`config.mk`:
```
export PLATFORM = sky130hd
export DESIGN_NAME = alignment_edit_op_walker_core
export DESIGN_NICKNAME = d
export VERILOG_FILES = /design/src/rtl/core/aeow_pkg.sv /design/src/rtl/core/aeow_decode.sv /design/src/rtl/core/aeow_counters.sv /design/src/rtl/core/alignment_edit_op_walker_core.sv
export SDC_FILE = /design/constraint.sdc
export NUM_CORES = 1
export LEC_CHECK = 0
export ABC_AREA = 1
export BUFFER_PORTS_ARGS = -buffer_cell sky130_fd_sc_hd__buf_2
export CORE_UTILIZATION = 30
export CTS_CLUSTER_SIZE = 40
export DETAILED_ROUTE_END_ITERATION = 16
export GPL_TIMING_DRIVEN = 1
export HOLD_SLACK_MARGIN = 0.1
export SYNTH_ARGS = -nofsm -noshare
export SYNTH_HDL_FRONTEND = slang
export SYNTH_SLANG_ARGS = --single-unit
```
`constraint.sdc`:
```
create_clock -name clk -period 22.1 [get_ports clk]
set_input_delay 4.42 -clock clk [delete_from_list [all_inputs] [get_ports clk]]
set_output_delay 4.42 -clock clk [all_outputs]
set_load 0.02 [all_outputs]
```
`src/rtl/core/aeow_pkg.sv`:
```
`default_nettype none
// ----------------------------------------------------------------------------
// Edit operation walker package
// Operation codes, fixed widths and the decode record shared by the walker.
// ----------------------------------------------------------------------------
package aeow_pkg;

	localparam int OUT_BITS      = 32;
	localparam int RUN_STEP_BITS = 16;
	localparam int OP_BITS       = 4;
	localparam int IN_DATA_BITS  = 8;
	localparam int OUT_DATA_BITS = 4 * OUT_BITS + RUN_STEP_BITS;

	localparam logic [OP_BITS-1:0] OP_MATCH        = 4'd0;
	localparam logic [OP_BITS-1:0] OP_MISMATCH     = 4'd1;
	localparam logic [OP_BITS-1:0] OP_DELETION     = 4'd2;
	localparam logic [OP_BITS-1:0] OP_INSERTION    = 4'd3;
	localparam logic [OP_BITS-1:0] OP_INTRON       = 4'd4;
	localparam logic [OP_BITS-1:0] OP_INTRON_1LEFT = 4'd5;
	localparam logic [OP_BITS-1:0] OP_INTRON_2LEFT = 4'd6;
	localparam logic [OP_BITS-1:0] OP_MISM_1GAP    = 4'd7;
	localparam logic [OP_BITS-1:0] OP_MISM_2GAP    = 4'd8;
	localparam logic [OP_BITS-1:0] OP_DEL_1GAP     = 4'd9;
	localparam logic [OP_BITS-1:0] OP_DEL_2GAP     = 4'd10;

	localparam logic [1:0] CODON_LEN       = 2'd3;
	localparam logic [1:0] CODON_LEN_LESS1 = CODON_LEN - 2'd1;
	localparam logic [1:0] CODON_LEN_LESS2 = CODON_LEN - 2'd2;

	typedef struct packed {
		logic       bad;
		logic [1:0] genomic_inc;
		logic       reference_inc;
		logic       one_left_next;
		logic       two_left_next;
	} step_ctrl_t;

endpackage
`default_nettype wire

```
`src/rtl/core/aeow_decode.sv`:
```
`default_nettype none
// ----------------------------------------------------------------------------
// Edit operation decoder
// Checks the operation against mode and split-codon flags and gives the
// genomic and reference advances together with the next flag values.
// ----------------------------------------------------------------------------
module aeow_decode (
	input  wire logic [aeow_pkg::OP_BITS-1:0] op_type,
	input  wire logic                         protein_mode,
	input  wire logic                         one_left,
	input  wire logic                         two_left,
	output aeow_pkg::step_ctrl_t              ctrl
);
	import aeow_pkg::*;

	always_comb begin
		ctrl.bad           = 1'b0;
		ctrl.genomic_inc   = 2'd0;
		ctrl.reference_inc = 1'b0;
		ctrl.one_left_next = one_left;
		ctrl.two_left_next = two_left;
		case (op_type)
			OP_MATCH, OP_MISMATCH: begin
				if (!protein_mode) begin
					ctrl.genomic_inc   = 2'd1;
					ctrl.reference_inc = 1'b1;
				end else if (one_left) begin
					ctrl.one_left_next = 1'b0;
					ctrl.genomic_inc   = CODON_LEN_LESS1;
					ctrl.reference_inc = 1'b1;
				end else if (two_left) begin
					ctrl.two_left_next = 1'b0;
					ctrl.genomic_inc   = CODON_LEN_LESS2;
				end else begin
					ctrl.genomic_inc   = CODON_LEN;
					ctrl.reference_inc = 1'b1;
				end
			end
			OP_DELETION: begin
				ctrl.genomic_inc = protein_mode ? CODON_LEN : 2'd1;
			end
			OP_INSERTION: begin
				ctrl.reference_inc = 1'b1;
			end
			OP_INTRON: begin
				ctrl.bad         = one_left || two_left;
				ctrl.genomic_inc = 2'd1;
			end
			OP_INTRON_1LEFT: begin
				ctrl.bad = !protein_mode || two_left;
				if (!one_left) begin
					ctrl.one_left_next = 1'b1;
					ctrl.genomic_inc   = 2'd2;
				end else begin
					ctrl.genomic_inc = 2'd1;
				end
			end
			OP_INTRON_2LEFT: begin
				ctrl.bad = !protein_mode || one_left;
				if (!two_left) begin
					ctrl.two_left_next = 1'b1;
					ctrl.genomic_inc   = 2'd3;
					ctrl.reference_inc = 1'b1;
				end else begin
					ctrl.genomic_inc = 2'd1;
				end
			end
			OP_MISM_1GAP: begin
				ctrl.bad = !protein_mode;
				if (one_left) begin
					ctrl.one_left_next = 1'b0;
					ctrl.genomic_inc   = 2'd1;
					ctrl.reference_inc = 1'b1;
				end else if (two_left) begin
					ctrl.two_left_next = 1'b0;
				end else begin
					ctrl.genomic_inc   = 2'd2;
					ctrl.reference_inc = 1'b1;
				end
			end
			OP_MISM_2GAP: begin
				ctrl.bad           = !protein_mode;
				ctrl.reference_inc = 1'b1;
				if (one_left) begin
					ctrl.one_left_next = 1'b0;
				end else begin
					ctrl.genomic_inc = 2'd1;
				end
			end
			OP_DEL_1GAP: begin
				ctrl.bad = !protein_mode;
				if (one_left) begin
					ctrl.one_left_next = 1'b0;
					ctrl.genomic_inc   = 2'd1;
				end else begin
					ctrl.genomic_inc = 2'd2;
				end
			end
			OP_DEL_2GAP: begin
				ctrl.bad         = !protein_mode;
				ctrl.genomic_inc = one_left ? 2'd0 : 2'd1;
			end
			default: begin
				ctrl.bad = 1'b1;
			end
		endcase
	end

endmodule
`default_nettype wire

```
`src/rtl/core/aeow_counters.sv`:
```
`default_nettype none
// ----------------------------------------------------------------------------
// Edit operation walker counters
// Holds the saturating totals and split-codon flags, and presents the totals
// as they stand after the request being committed.
// ----------------------------------------------------------------------------
module aeow_counters #(
	parameter int COUNT_BITS = 32
) (
	input  wire logic                               clk,
	input  wire logic                               arst_n,
	input  wire logic                               commit,
	input  wire logic                               run_last,
	input  wire aeow_pkg::step_ctrl_t               ctrl,
	output logic                                    one_left,
	output logic                                    two_left,
	output logic [3:0][aeow_pkg::OUT_BITS-1:0]      totals,
	output logic [aeow_pkg::RUN_STEP_BITS-1:0]      steps_in_run
);
	import aeow_pkg::*;

	localparam int STEP_IDX = 0;
	localparam int GEN_IDX  = 1;
	localparam int REF_IDX  = 2;
	localparam int RUN_IDX  = 3;

	logic [3:0][COUNT_BITS-1:0]  cnt_q;
	logic [3:0][COUNT_BITS-1:0]  cnt_d;
	logic [RUN_STEP_BITS-1:0]    run_step_q;
	logic [RUN_STEP_BITS-1:0]    run_step_d;
	logic                        one_left_q;
	logic                        two_left_q;
	logic                        legal;

	function automatic logic [COUNT_BITS-1:0] sat_add(
		input logic [COUNT_BITS-1:0] c,
		input logic [1:0]            d
	);
		logic [COUNT_BITS:0] s;
		s = {1'b0, c} + {{(COUNT_BITS-1){1'b0}}, d};
		return s[COUNT_BITS] ? {COUNT_BITS{1'b1}} : s[COUNT_BITS-1:0];
	endfunction

	assign legal = commit && !ctrl.bad;

	always_comb begin
		cnt_d      = cnt_q;
		run_step_d = run_step_q;
		if (legal) begin
			cnt_d[STEP_IDX] = sat_add(cnt_q[STEP_IDX], 2'd1);
			cnt_d[GEN_IDX]  = sat_add(cnt_q[GEN_IDX], ctrl.genomic_inc);
			cnt_d[REF_IDX]  = sat_add(cnt_q[REF_IDX], {1'b0, ctrl.reference_inc});
			if (run_last) begin
				cnt_d[RUN_IDX] = sat_add(cnt_q[RUN_IDX], 2'd1);
				run_step_d     = '0;
			end else if (run_step_q != {RUN_STEP_BITS{1'b1}}) begin
				run_step_d = run_step_q + 1'b1;
			end
		end
	end

	always_ff @(posedge clk or negedge arst_n) begin
		if (!arst_n) begin
			cnt_q      <= '0;
			run_step_q <= '0;
			one_left_q <= 1'b0;
			two_left_q <= 1'b0;
		end else begin
			cnt_q      <= cnt_d;
			run_step_q <= run_step_d;
			if (legal) begin
				one_left_q <= ctrl.one_left_next;
				two_left_q <= ctrl.two_left_next;
			end
		end
	end

	for (genvar i = 0; i < 4; i++) begin : g_show
		if (COUNT_BITS > OUT_BITS) begin : g_clip
			assign totals[i] = (|cnt_d[i][COUNT_BITS-1:OUT_BITS]) ?
				{OUT_BITS{1'b1}} : cnt_d[i][OUT_BITS-1:0];
		end else begin : g_ext
			assign totals[i] = OUT_BITS'(cnt_d[i]);
		end
	end

	assign steps_in_run = run_step_d;
	assign one_left     = one_left_q;
	assign two_left     = two_left_q;

`ifndef SYNTHESIS
	a_flags_exclusive: assert property (@(posedge clk) disable iff (!arst_n)
		!(one_left_q && two_left_q))
		else $error("Both split-codon flags are set.");

	a_legal_counts: assert property (@(posedge clk) disable iff (!arst_n)
		legal |=> cnt_q[STEP_IDX] != '0)
		else $error("Step total is zero after a legal request.");

	a_illegal_holds: assert property (@(posedge clk) disable iff (!arst_n)
		commit && ctrl.bad |=> $stable(cnt_q) && $stable(run_step_q)
			&& $stable(one_left_q) && $stable(two_left_q))
		else $error("State changed on an illegal request.");

	a_idle_holds: assert property (@(posedge clk) disable iff (!arst_n)
		!commit |=> $stable(cnt_q) && $stable(run_step_q))
		else $error("State changed without a request.");
`endif

endmodule
`default_nettype wire

```
`src/rtl/core/alignment_edit_op_walker_core.sv`:
```
`default_nettype none
// ----------------------------------------------------------------------------
// Alignment edit operation walker
// Walks edit operations one unit step at a time and reports running totals.
// ----------------------------------------------------------------------------
// Channel   Direction  Content
// s_*       in         one unit of an edit operation run
// m_*       out        totals after that unit, and the illegal flag
// cfg_*     in         protein mode register
//
// A request is registered on entry, evaluated against the state while it
// waits in the entry register, and its result registered on the way out.
// One request per cycle is sustained while the output is not stalled; the
// state update is decode and small saturating adds. A stalled output holds
// the result and backs up through the entry register. Reset clears all
// totals, flags and the mode register.
// ----------------------------------------------------------------------------
module alignment_edit_op_walker_core #(
	parameter int COUNT_BITS = 32
) (
	input  wire logic                                clk,
	input  wire logic                                arst_n,
	input  wire logic                                cfg_we,
	input  wire logic                                cfg_wdata,
	input  wire logic                                s_tvalid,
	output logic                                     s_tready,
	// [3:0] op_type, [7:4] zero
	input  wire logic [aeow_pkg::IN_DATA_BITS-1:0]   s_tdata,
	input  wire logic                                s_tlast,
	output logic                                     m_tvalid,
	input  wire logic                                m_tready,
	// [31:0] step_total, [63:32] genomic_offset, [95:64] reference_offset,
	// [127:96] runs_done, [143:128] steps_in_run
	output logic [aeow_pkg::OUT_DATA_BITS-1:0]       m_tdata,
	// [0] illegal_op
	output logic                                     m_tuser
);
	import aeow_pkg::*;

	logic                         protein_mode_q;
	logic                         valid_s1;
	logic [OP_BITS-1:0]           op_s1;
	logic                         last_s1;
	logic                         advance;
	logic                         one_left;
	logic                         two_left;
	step_ctrl_t                   ctrl;
	logic [3:0][OUT_BITS-1:0]     totals;
	logic [RUN_STEP_BITS-1:0]     steps_in_run;
	logic                         out_valid_q;
	logic [OUT_DATA_BITS-1:0]     out_data_q;
	logic                         out_user_q;

	assign advance  = valid_s1 && (!out_valid_q || m_tready);
	assign s_tready = !valid_s1 || advance;

	always_ff @(posedge clk or negedge arst_n) begin
		if (!arst_n) begin
			protein_mode_q <= 1'b0;
			valid_s1       <= 1'b0;
			out_valid_q    <= 1'b0;
		end else begin
			if (cfg_we) begin
				protein_mode_q <= cfg_wdata;
			end
			if (s_tready) begin
				valid_s1 <= s_tvalid;
			end
			if (advance) begin
				out_valid_q <= 1'b1;
			end else if (m_tready) begin
				out_valid_q <= 1'b0;
			end
		end
	end

	always_ff @(posedge clk) begin
		if (s_tvalid && s_tready) begin
			op_s1   <= s_tdata[OP_BITS-1:0];
			last_s1 <= s_tlast;
		end
		if (advance) begin
			out_data_q <= {steps_in_run, totals[3], totals[2], totals[1], totals[0]};
			out_user_q <= ctrl.bad;
		end
	end

	aeow_decode u_decode (
		.op_type      (op_s1),
		.protein_mode (protein_mode_q),
		.one_left     (one_left),
		.two_left     (two_left),
		.ctrl         (ctrl)
	);

	aeow_counters #(
		.COUNT_BITS (COUNT_BITS)
	) u_counters (
		.clk          (clk),
		.arst_n       (arst_n),
		.commit       (advance),
		.run_last     (last_s1),
		.ctrl         (ctrl),
		.one_left     (one_left),
		.two_left     (two_left),
		.totals       (totals),
		.steps_in_run (steps_in_run)
	);

	assign m_tvalid = out_valid_q;
	assign m_tdata  = out_data_q;
	assign m_tuser  = out_user_q;

endmodule
`default_nettype wire

```
After elaboration in Yosys (flattened, before gate mapping)

Index checks and enable logic that the tools add are counted.

Add/sub/neg operators: 5
Eq/ne operators: 12
Muxes and demuxes: 27
Reduce and logical (&&, ||, !) cells: 25

Operator list:

| kind                                                             | number |
|---|---|
| 32-bit 2-to-1 mux                                                | 5 |
| 128-bit 2-to-1 mux                                               | 1 |
| 32-bit by 1-bit adder with 33-bit output (second input constant) | 2 |
| 16-bit 2-to-1 mux                                                | 3 |
| 32-bit by 1-bit adder with 33-bit output                         | 1 |
| 32-bit by 2-bit adder with 33-bit output                         | 1 |
| 16-bit by 1-bit adder with 16-bit output (second input constant) | 1 |
| 4-bit by 3-bit == test with 1-bit output (second input constant) | 4 |
| 16-bit inequality test (second input constant)                   | 1 |
| 2-bit case mux with 7 select lines                               | 1 |
| 4-bit == test (second input constant)                            | 3 |
| 3-bit 2-to-1 mux                                                 | 4 |
| 4-bit by 2-bit == test with 1-bit output (second input constant) | 2 |
| 2-bit 2-to-1 mux                                                 | 4 |
| 2-bit OR reduction                                               | 4 |
| 4-bit OR reduction                                               | 2 |
| 1-bit case mux with 3 select lines                               | 2 |
| 3-bit AND reduction                                              | 2 |
| 3-bit nonzero test                                               | 2 |
| 1-bit logical OR                                                 | 5 |
| 1-bit 2-to-1 mux                                                 | 5 |
| 1-bit case mux with 5 select lines                               | 1 |
| 4-bit by 1-bit == test with 1-bit output (second input constant) | 1 |
| 1-bit logical NOT                                                | 4 |
| 6 further kinds                                                  | 8 |

Register bits: 299
Output and inout port bits: 147

Logic depth before layout (Yosys ltp)

Gate-level depths: netlist (run 1).

Word-level depth: 7
Gate-level depth with buffers: 21
Gate-level depth less buffers: 20

Modules after synthesis

From an unflattened synthesis (run 1), not the netlist that was laid out.

Cell total of the unflattened synthesis: 1540
Area, all modules: 13899.6 um^2

Modules (own cells, without submodules):

| module                        | times used | cells an instance | area an instance (um^2) | seq. area each (um^2) |
|---|---|---|---|---|
| aeow_counters                 | 1          | 1294              | 8909.8                  | 3653.5 |
| alignment_edit_op_walker_core | 1          | 166               | 4636.9                  | 4579.4 |
| aeow_decode                   | 1          | 80                | 352.8                   | 0.0 |

Worst setup path before layout (run 1)

Ideal clock, no wire load.

Path kind: input to register
From: input m_tready
To: register out_data_q[141], in the netlist m_tdata[141], data pin
Library setup time: 0.170 ns
Arrival time: 12.029 ns
Required time: 21.930 ns
Slack: 9.901 ns
Cell stages on the path: 7
Path buffers: 1
Cells stage by stage: inv_1 > nand2_1 > inv_1 > nor2_1 > nand4_1 > clkbuf_1 > o21ai_0

Cells in the longest elaborated chain, start to end: 4

Ends and longest elaborated chain:

| what                 | RTL line                            | RTL |
|---|---|---|
| from (decl)          | alignment_edit_op_walker_core.sv:31 | `input wire logic m_tready,` |
| 1-bit logical OR     | alignment_edit_op_walker_core.sv:54 | `assign advance = valid_s1 && (!out_valid_q \|\| m_tready);` |
| 1-bit logical AND    | alignment_edit_op_walker_core.sv:54 |  |
| net advance          | alignment_edit_op_walker_core.sv:44 | `logic advance;` |
| 1-bit logical AND    | aeow_counters.sv:44                 | `assign legal = commit && !ctrl.bad;` |
| 16-bit 2-to-1 mux    | aeow_counters.sv:49                 | `if (legal) begin` |
| net steps_in_run[13] | alignment_edit_op_walker_core.sv:49 | `logic [RUN_STEP_BITS-1:0] steps_in_run;` |
| to (signal assigned) | alignment_edit_op_walker_core.sv:83 | `out_data_q <= {steps_in_run, totals[3], totals[2], totals[1], totals[0]};` |
| to (decl)            | alignment_edit_op_walker_core.sv:51 | `logic [OUT_DATA_BITS-1:0] out_data_q;` |

The timed path passes the listed nets, and every way through them passes these cells.
A chain may end at the register's enable or synchronous reset.

Worst setup path in the final report (run 1)

From: input m_tready
To: output s_tready

Cells in the longest elaborated chain, start to end: 3

Ends and longest elaborated chain:

| what              | RTL line                            | RTL |
|---|---|---|
| 1-bit logical OR  | alignment_edit_op_walker_core.sv:54 |  |
| 1-bit logical AND | alignment_edit_op_walker_core.sv:54 |  |
| 1-bit logical OR  | alignment_edit_op_walker_core.sv:55 | `assign s_tready = !valid_s1 \|\| advance;` |
| to (decl)         | alignment_edit_op_walker_core.sv:26 | `output logic s_tready,` |

Every way passes these cells.

==> reports/results.txt, run 1 <==
core area: 49050 sq um
P&R area growth vs syn: 16.82%
Avg Vias per Cell: 4.591
Worst Max-Slew Pin Slew: 1.066 ns
TritonCTS buffer count: 36
PwrDens: 92.99 nW/um^2
DRC viols: 0
per-cell routed wire length: 14.66 um
CTS sink count: 299
post-CTS sizing: 0
I/O Pins: 162
setup_tns: 0 ns
antenna violations before repair: 0
LEAKAGE: 7.670 nW
post-synthesis sequential area ratio: 0.5517
RePlAce Congestion: 0.9236
crit end category: output pin
outcome: finished, final reports clean
n_diodes: 0
vias in the first global route: 11650
Worst Path Max Fanout: 3
cell count after synthesis: 1804
maxcap violations: 0
I/O Buffers: 157
DP Wirelength: 27260 um
post-layout net count: 1985
Iter 0 DRT Violations: 768
Root Buffer: clkbuf_16
overall routed net length: 38920 um
final cycle utilization of the critical path: 0.4247
Synth Area per Inst: 8.272 sq um
layout cells sized above 1: 0.1191
RSZ-0062 raised after global routing: no
Mapped Nets: 1827
most frequent cells in the layout: nand2_1 (714), nor2_1 (200), inv_1 (158)
CTS Buffer Depth: 3
Clock transition at path regs: 0.06 ns
Initial Util: 0.3042
synth warn: 0
slowest stage delay, CP: 0.16 ns
Final Max Tran Viols: 0
global-route wire length before repair: 62040 um
pre-CTS setup slack: 12.71 ns
worst setup margin: 12.71 ns
DRT antenna net count: 0
Die Width: 225.0 um
CP max-delay cell: buf_2
Rel. slew slack: 0.2875
Synth cell types: 36
Worst EP required: 17.68 ns
clk_lat worst skew: 0.54 ns
largest net degree at the start of global routing: 102
Worst Skew: 0.01471 ns
TritonRoute pass-1 iters: 5
most common cell after layout, fill and taps aside: nand2_1
CTS HTree Levels: 2
fill count: 5111
# setup viols final: 0
crit path kind: input port to output pin
# rows: 81
worst min-delay path class: register to register
Critical Path, Cell by Cell: buf_2 -> inv_1 -> nand2_1 -> inv_1 -> nand2_1 -> buf_2
Final Hold Fails: 0
CTS tree: yes
via count: 12180
min Tclk post-route: 9.386 ns
Post-Syn Area: 14920 sq um
Die ar.: 50640 sq um
Post-CTS Setup Inserts: 0
Max VDD drop: 0.05646 mV
gr usage total: 0.1545
Worst EP arrival: 4.97 ns
crit start category: input port
maximum clock rate: 0.1065 GHz
hold buffer count at CTS: 0
die height: 225.0 um
gr ovfl total: 0
Seq cells post-synth: 299
worst max-delay path, delay by kind of cell:
kind,cells,cell delay [ns]
AND/OR/NAND/NOR,2,0.14
buffers and inverters,4,0.40
power by group:
| group | internal, mW | total [mW] | switching (mW) | leakage [nW] |
|---|---|---|---|---|
| clock network | 0.337 | 0.575 | 0.238 | 0.549 |
| logic | 0.0920 | 0.324 | 0.232 | 3.78 |
| registers | 0.674 | 0.722 | 0.0488 | 3.34 |
through the flow:
stage | hold slack, ns | std cells | total power, mW | util | instance area (sq um)
3_5_place_dp | 0.4973 | 2588 | 1.059 | 0.3323 | 16300
6_report | 0.5146 | 2654 | 1.621 | 0.3554 | 17430
2_1_floorplan | 0.4474 | 1804 | 0.9625 | - | 14920
4_1_cts | 0.5187 | 2654 | 1.651 | 0.3554 | 17430
5_1_grt | 0.5600 | 2654 | 1.716 | 0.3554 | 17430
3_3_place_gp | 0.4911 | 2588 | 1.055 | 0.3323 | 16300
path summary, 6_finish.rpt:
check	from	end	slack, ns	cells past startpoint
max	m_tready	s_tready	12.71	6
min	m_tvalid$_DFFE_PN0P_	m_tvalid$_DFFE_PN0P_	0.51	2
max reg2reg	op_s1[3]$_DFFE_PP_	m_tdata[45]$_DFFE_PP_	17.75	18
min reg2reg	m_tvalid$_DFFE_PN0P_	m_tvalid$_DFFE_PN0P_	0.51	2
max in group asynchronous	arst_n	u_counters.cnt_q[127]$_DFF_PN0_	16.71	2
min in group asynchronous	arst_n	u_counters.cnt_q[44]$_DFF_PN0_	4.05	1
routing by layer:
metal / share of wire / vias to the layer above / GRT usage
met5: 0 / - / 0
met4: 0.024 / 0 / 0.04959
met3: 0.059 / 68 / 0.03572
met2: 0.46 / 285 / 0.2574
met1: 0.45 / 5720 / 0.1975
li1: - / 6111 / -
area by class of cell:
| type | count | area (sq um) | share of cell area |
|---|---|---|---|
| clock buffer | 49 | 980.9 | 0.05627 |
| timing repair buffer | 162 | 829.5 | 0.04758 |
| inverter | 163 | 613.1 | 0.03517 |
| clock inverter | 17 | 151.4 | 0.008684 |
| tap | 664 | 830.8 | 0.04766 |
| multi-input combinational | 1300 | 5794 | 0.3324 |
| sequential | 299 | 8233 | 0.4723 |
cell families after synthesis:
| group | share of synthesized area |
|---|---|
| buf+inv | 0.06054 |
| fa+ha+maj | 0.007210 |
| flops | 0.5517 |
| compound gates | 0.04435 |
| simple gates | 0.3098 |
| xor+xnor | 0.02641 |
sequential cells by signal, indices dropped and copies added (netlist names):
signal and flops:
u_counters.run_step_q 16, u_counters.two_left 1, u_counters.one_left 1, m_tdata 144, op_s1 4, m_tvalid 1
valid_s1 1, last_s1 1, m_tuser 1, u_counters.cnt_q 128, protein_mode_q 1
cells in the mapped netlist, drive strengths merged:
master | instances | area, sq um
a21boi | 26 | 195.2
a21oi | 7 | 38.79
a22oi | 1 | 7.510
a31oi | 1 | 6.260
buf | 37 | 272.8
clkbuf | 5 | 18.77
dfrtp | 149 | 3729
edfxtp | 150 | 4504
fa | 1 | 20.02
ha | 7 | 87.58
inv | 163 | 611.8
nand2 | 716 | 2693
nand3 | 128 | 658.1
nand3b | 16 | 120.1
nand4 | 17 | 106.4
nor2 | 209 | 809.5
nor3 | 44 | 230.2
o211ai | 2 | 15.01
o21ai | 77 | 385.4
o21bai | 1 | 7.510
o22ai | 1 | 6.260
or2 | 1 | 6.260
xnor2 | 13 | 113.9
xor2 | 32 | 280.3
Power figures use the tool's default switching activity.
==> run 2, diff against run 1 <==
- clock period: 22.1 -> 8.85 ns (I/O delays scaled with it)
==> reports/results.txt, run 2 (synthesized netlist as in run 1, its figures left out) <==
Worst Path Max Fanout: 82
Critical Path, Cell by Cell: buf_2 -> inv_1 -> nand2_1 -> inv_1 -> nor2_4 -> nand3_4 -> clkinv_2 -> buf_4 -> o21ai_0
crit start category: input port
TritonRoute pass-1 iters: 5
global-route wire length before repair: 62890 um
CP Buf/Inv Count: 5
worst setup margin: 3.827 ns
CTS sink count: 299
per-cell routed wire length: 14.75 um
LEAKAGE: 7.675 nW
die height: 225.0 um
crit path kind: input port to register
# rows: 81
layout cells sized above 1: 0.1188
Initial Util: 0.3042
CP delay by family, top: buffers and inverters
most frequent cells in the layout: nand2_1 (714), nor2_1 (200), inv_1 (158)
Post-CTS Setup Inserts: 0
P&R area growth vs syn: 16.79%
CTS tree: yes
final cycle utilization of the critical path: 0.5675
Clock transition at path regs: 0.06 ns
most common cell after layout, fill and taps aside: nand2_1
outcome: finished, final reports clean
clk_lat worst skew: 0.55 ns
fill count: 5145
vias in the first global route: 11930
antenna violations before repair: 1
# setup viols final: 0
overall routed net length: 39110 um
CP max-delay cell: buf_4
Worst Max-Slew Pin Slew: 1.106 ns
worst min-delay path class: register to register
setup_tns: 0 ns
RePlAce Congestion: 0.9377
Die ar.: 50640 sq um
maximum clock rate: 0.1991 GHz
pre-CTS setup slack: 3.191 ns
crit end category: register
post-CTS sizing: 0
DRC viols: 0
min Tclk post-route: 5.023 ns
Rel. slew slack: 0.2622
maxcap violations: 0
core area: 49050 sq um
Worst Hold Path Cells: 2
Reg2Reg Depth: 18
CTS Buffer Depth: 3
I/O Pins: 162
gr usage total: 0.1569
number of flip-flops under the largest register name: 144
Max VDD drop: 0.1221 mV
DP Wirelength: 27540 um
RSZ-0062 raised after global routing: no
gr ovfl total: 0
Worst Skew: 0.02926 ns
hold buffer count at CTS: 0
total power: 4.040 mW
Final Hold Fails: 0
Die Width: 225.0 um
DRT antenna net count: 0
Root Buffer: clkbuf_16
slowest stage delay, CP: 0.77 ns
TritonCTS buffer count: 35
Worst EP arrival: 5.22 ns
Crit path top cell by count: inv_1
I/O Buffers: 157
n_diodes: 0
Crit path depth: 9
Avg Vias per Cell: 4.551
Iter 0 DRT Violations: 654
post-layout net count: 1984
via count: 12070
largest net degree at the start of global routing: 87
Worst EP required: 9.05 ns
CTS HTree Levels: 2
Final Max Tran Viols: 0
PwrDens: 231.8 nW/um^2
run 2: where the power goes:
part / internal, mW / leakage [nW] / switching (mW)
registers: 1.68 / 3.34 / 0.126
clock network: 0.843 / 0.554 / 0.582
logic: 0.229 / 3.78 / 0.578
total: 2.75 / 7.68 / 1.29
run 2: cell type report:
type | instances | area (sq um) | area share
Clock buffer | 49 | 989.7 | 0.05678
Clock inverter | 14 | 138.9 | 0.007968
Inverter | 163 | 613.1 | 0.03518
Multi-Input combinational cell | 1300 | 5794 | 0.3324
Sequential cell | 299 | 8233 | 0.4724
Tap cell | 664 | 830.8 | 0.04767
Timing Repair Buffer | 162 | 829.5 | 0.04760
run 2: tightest hold or removal path, delay by kind of cell (launching register included):
kind             cells  cell delay [ns]
DFF                  1             0.34
and+or+nand+nor      2             0.13
run 2: per-stage QoR:
| stage | hold slack, ns | instances | util | instance area, sq um |
|---|---|---|---|---|
| 2_1_floorplan | 0.4576 | 1804 | - | 14930 |
| 3_3_place_gp | 0.4887 | 2588 | 0.3323 | 16300 |
| 3_5_place_dp | 0.4996 | 2588 | 0.3323 | 16300 |
| 4_1_cts | 0.5178 | 2651 | 0.3553 | 17430 |
| 5_1_grt | 0.5480 | 2651 | 0.3553 | 17430 |
| 6_report | 0.5053 | 2651 | 0.3553 | 17430 |
run 2: layer usage:
| layer | vias to the layer above | part of all wire | GRT usage |
|---|---|---|---|
| met2 | 246 | 0.46 | 0.2600 |
| met5 | - | 0 | 0 |
| li1 | 6114 | - | - |
| met3 | 60 | 0.054 | 0.03481 |
| met4 | 0 | 0.023 | 0.04981 |
| met1 | 5645 | 0.46 | 0.2027 |
run 2: worst paths after layout:
path	startpoint	end	slack, ns
max	m_tready	m_tdata[76]$_DFFE_PP_	3.83
min	m_tvalid$_DFFE_PN0P_	m_tvalid$_DFFE_PN0P_	0.51
max reg2reg	op_s1[3]$_DFFE_PP_	m_tdata[45]$_DFFE_PP_	4.49
min reg2reg	m_tvalid$_DFFE_PN0P_	m_tvalid$_DFFE_PN0P_	0.51
max in group asynchronous	arst_n	u_counters.cnt_q[80]$_DFF_PN0_	6.05
min in group asynchronous	arst_n	u_counters.cnt_q[43]$_DFF_PN0_	1.32
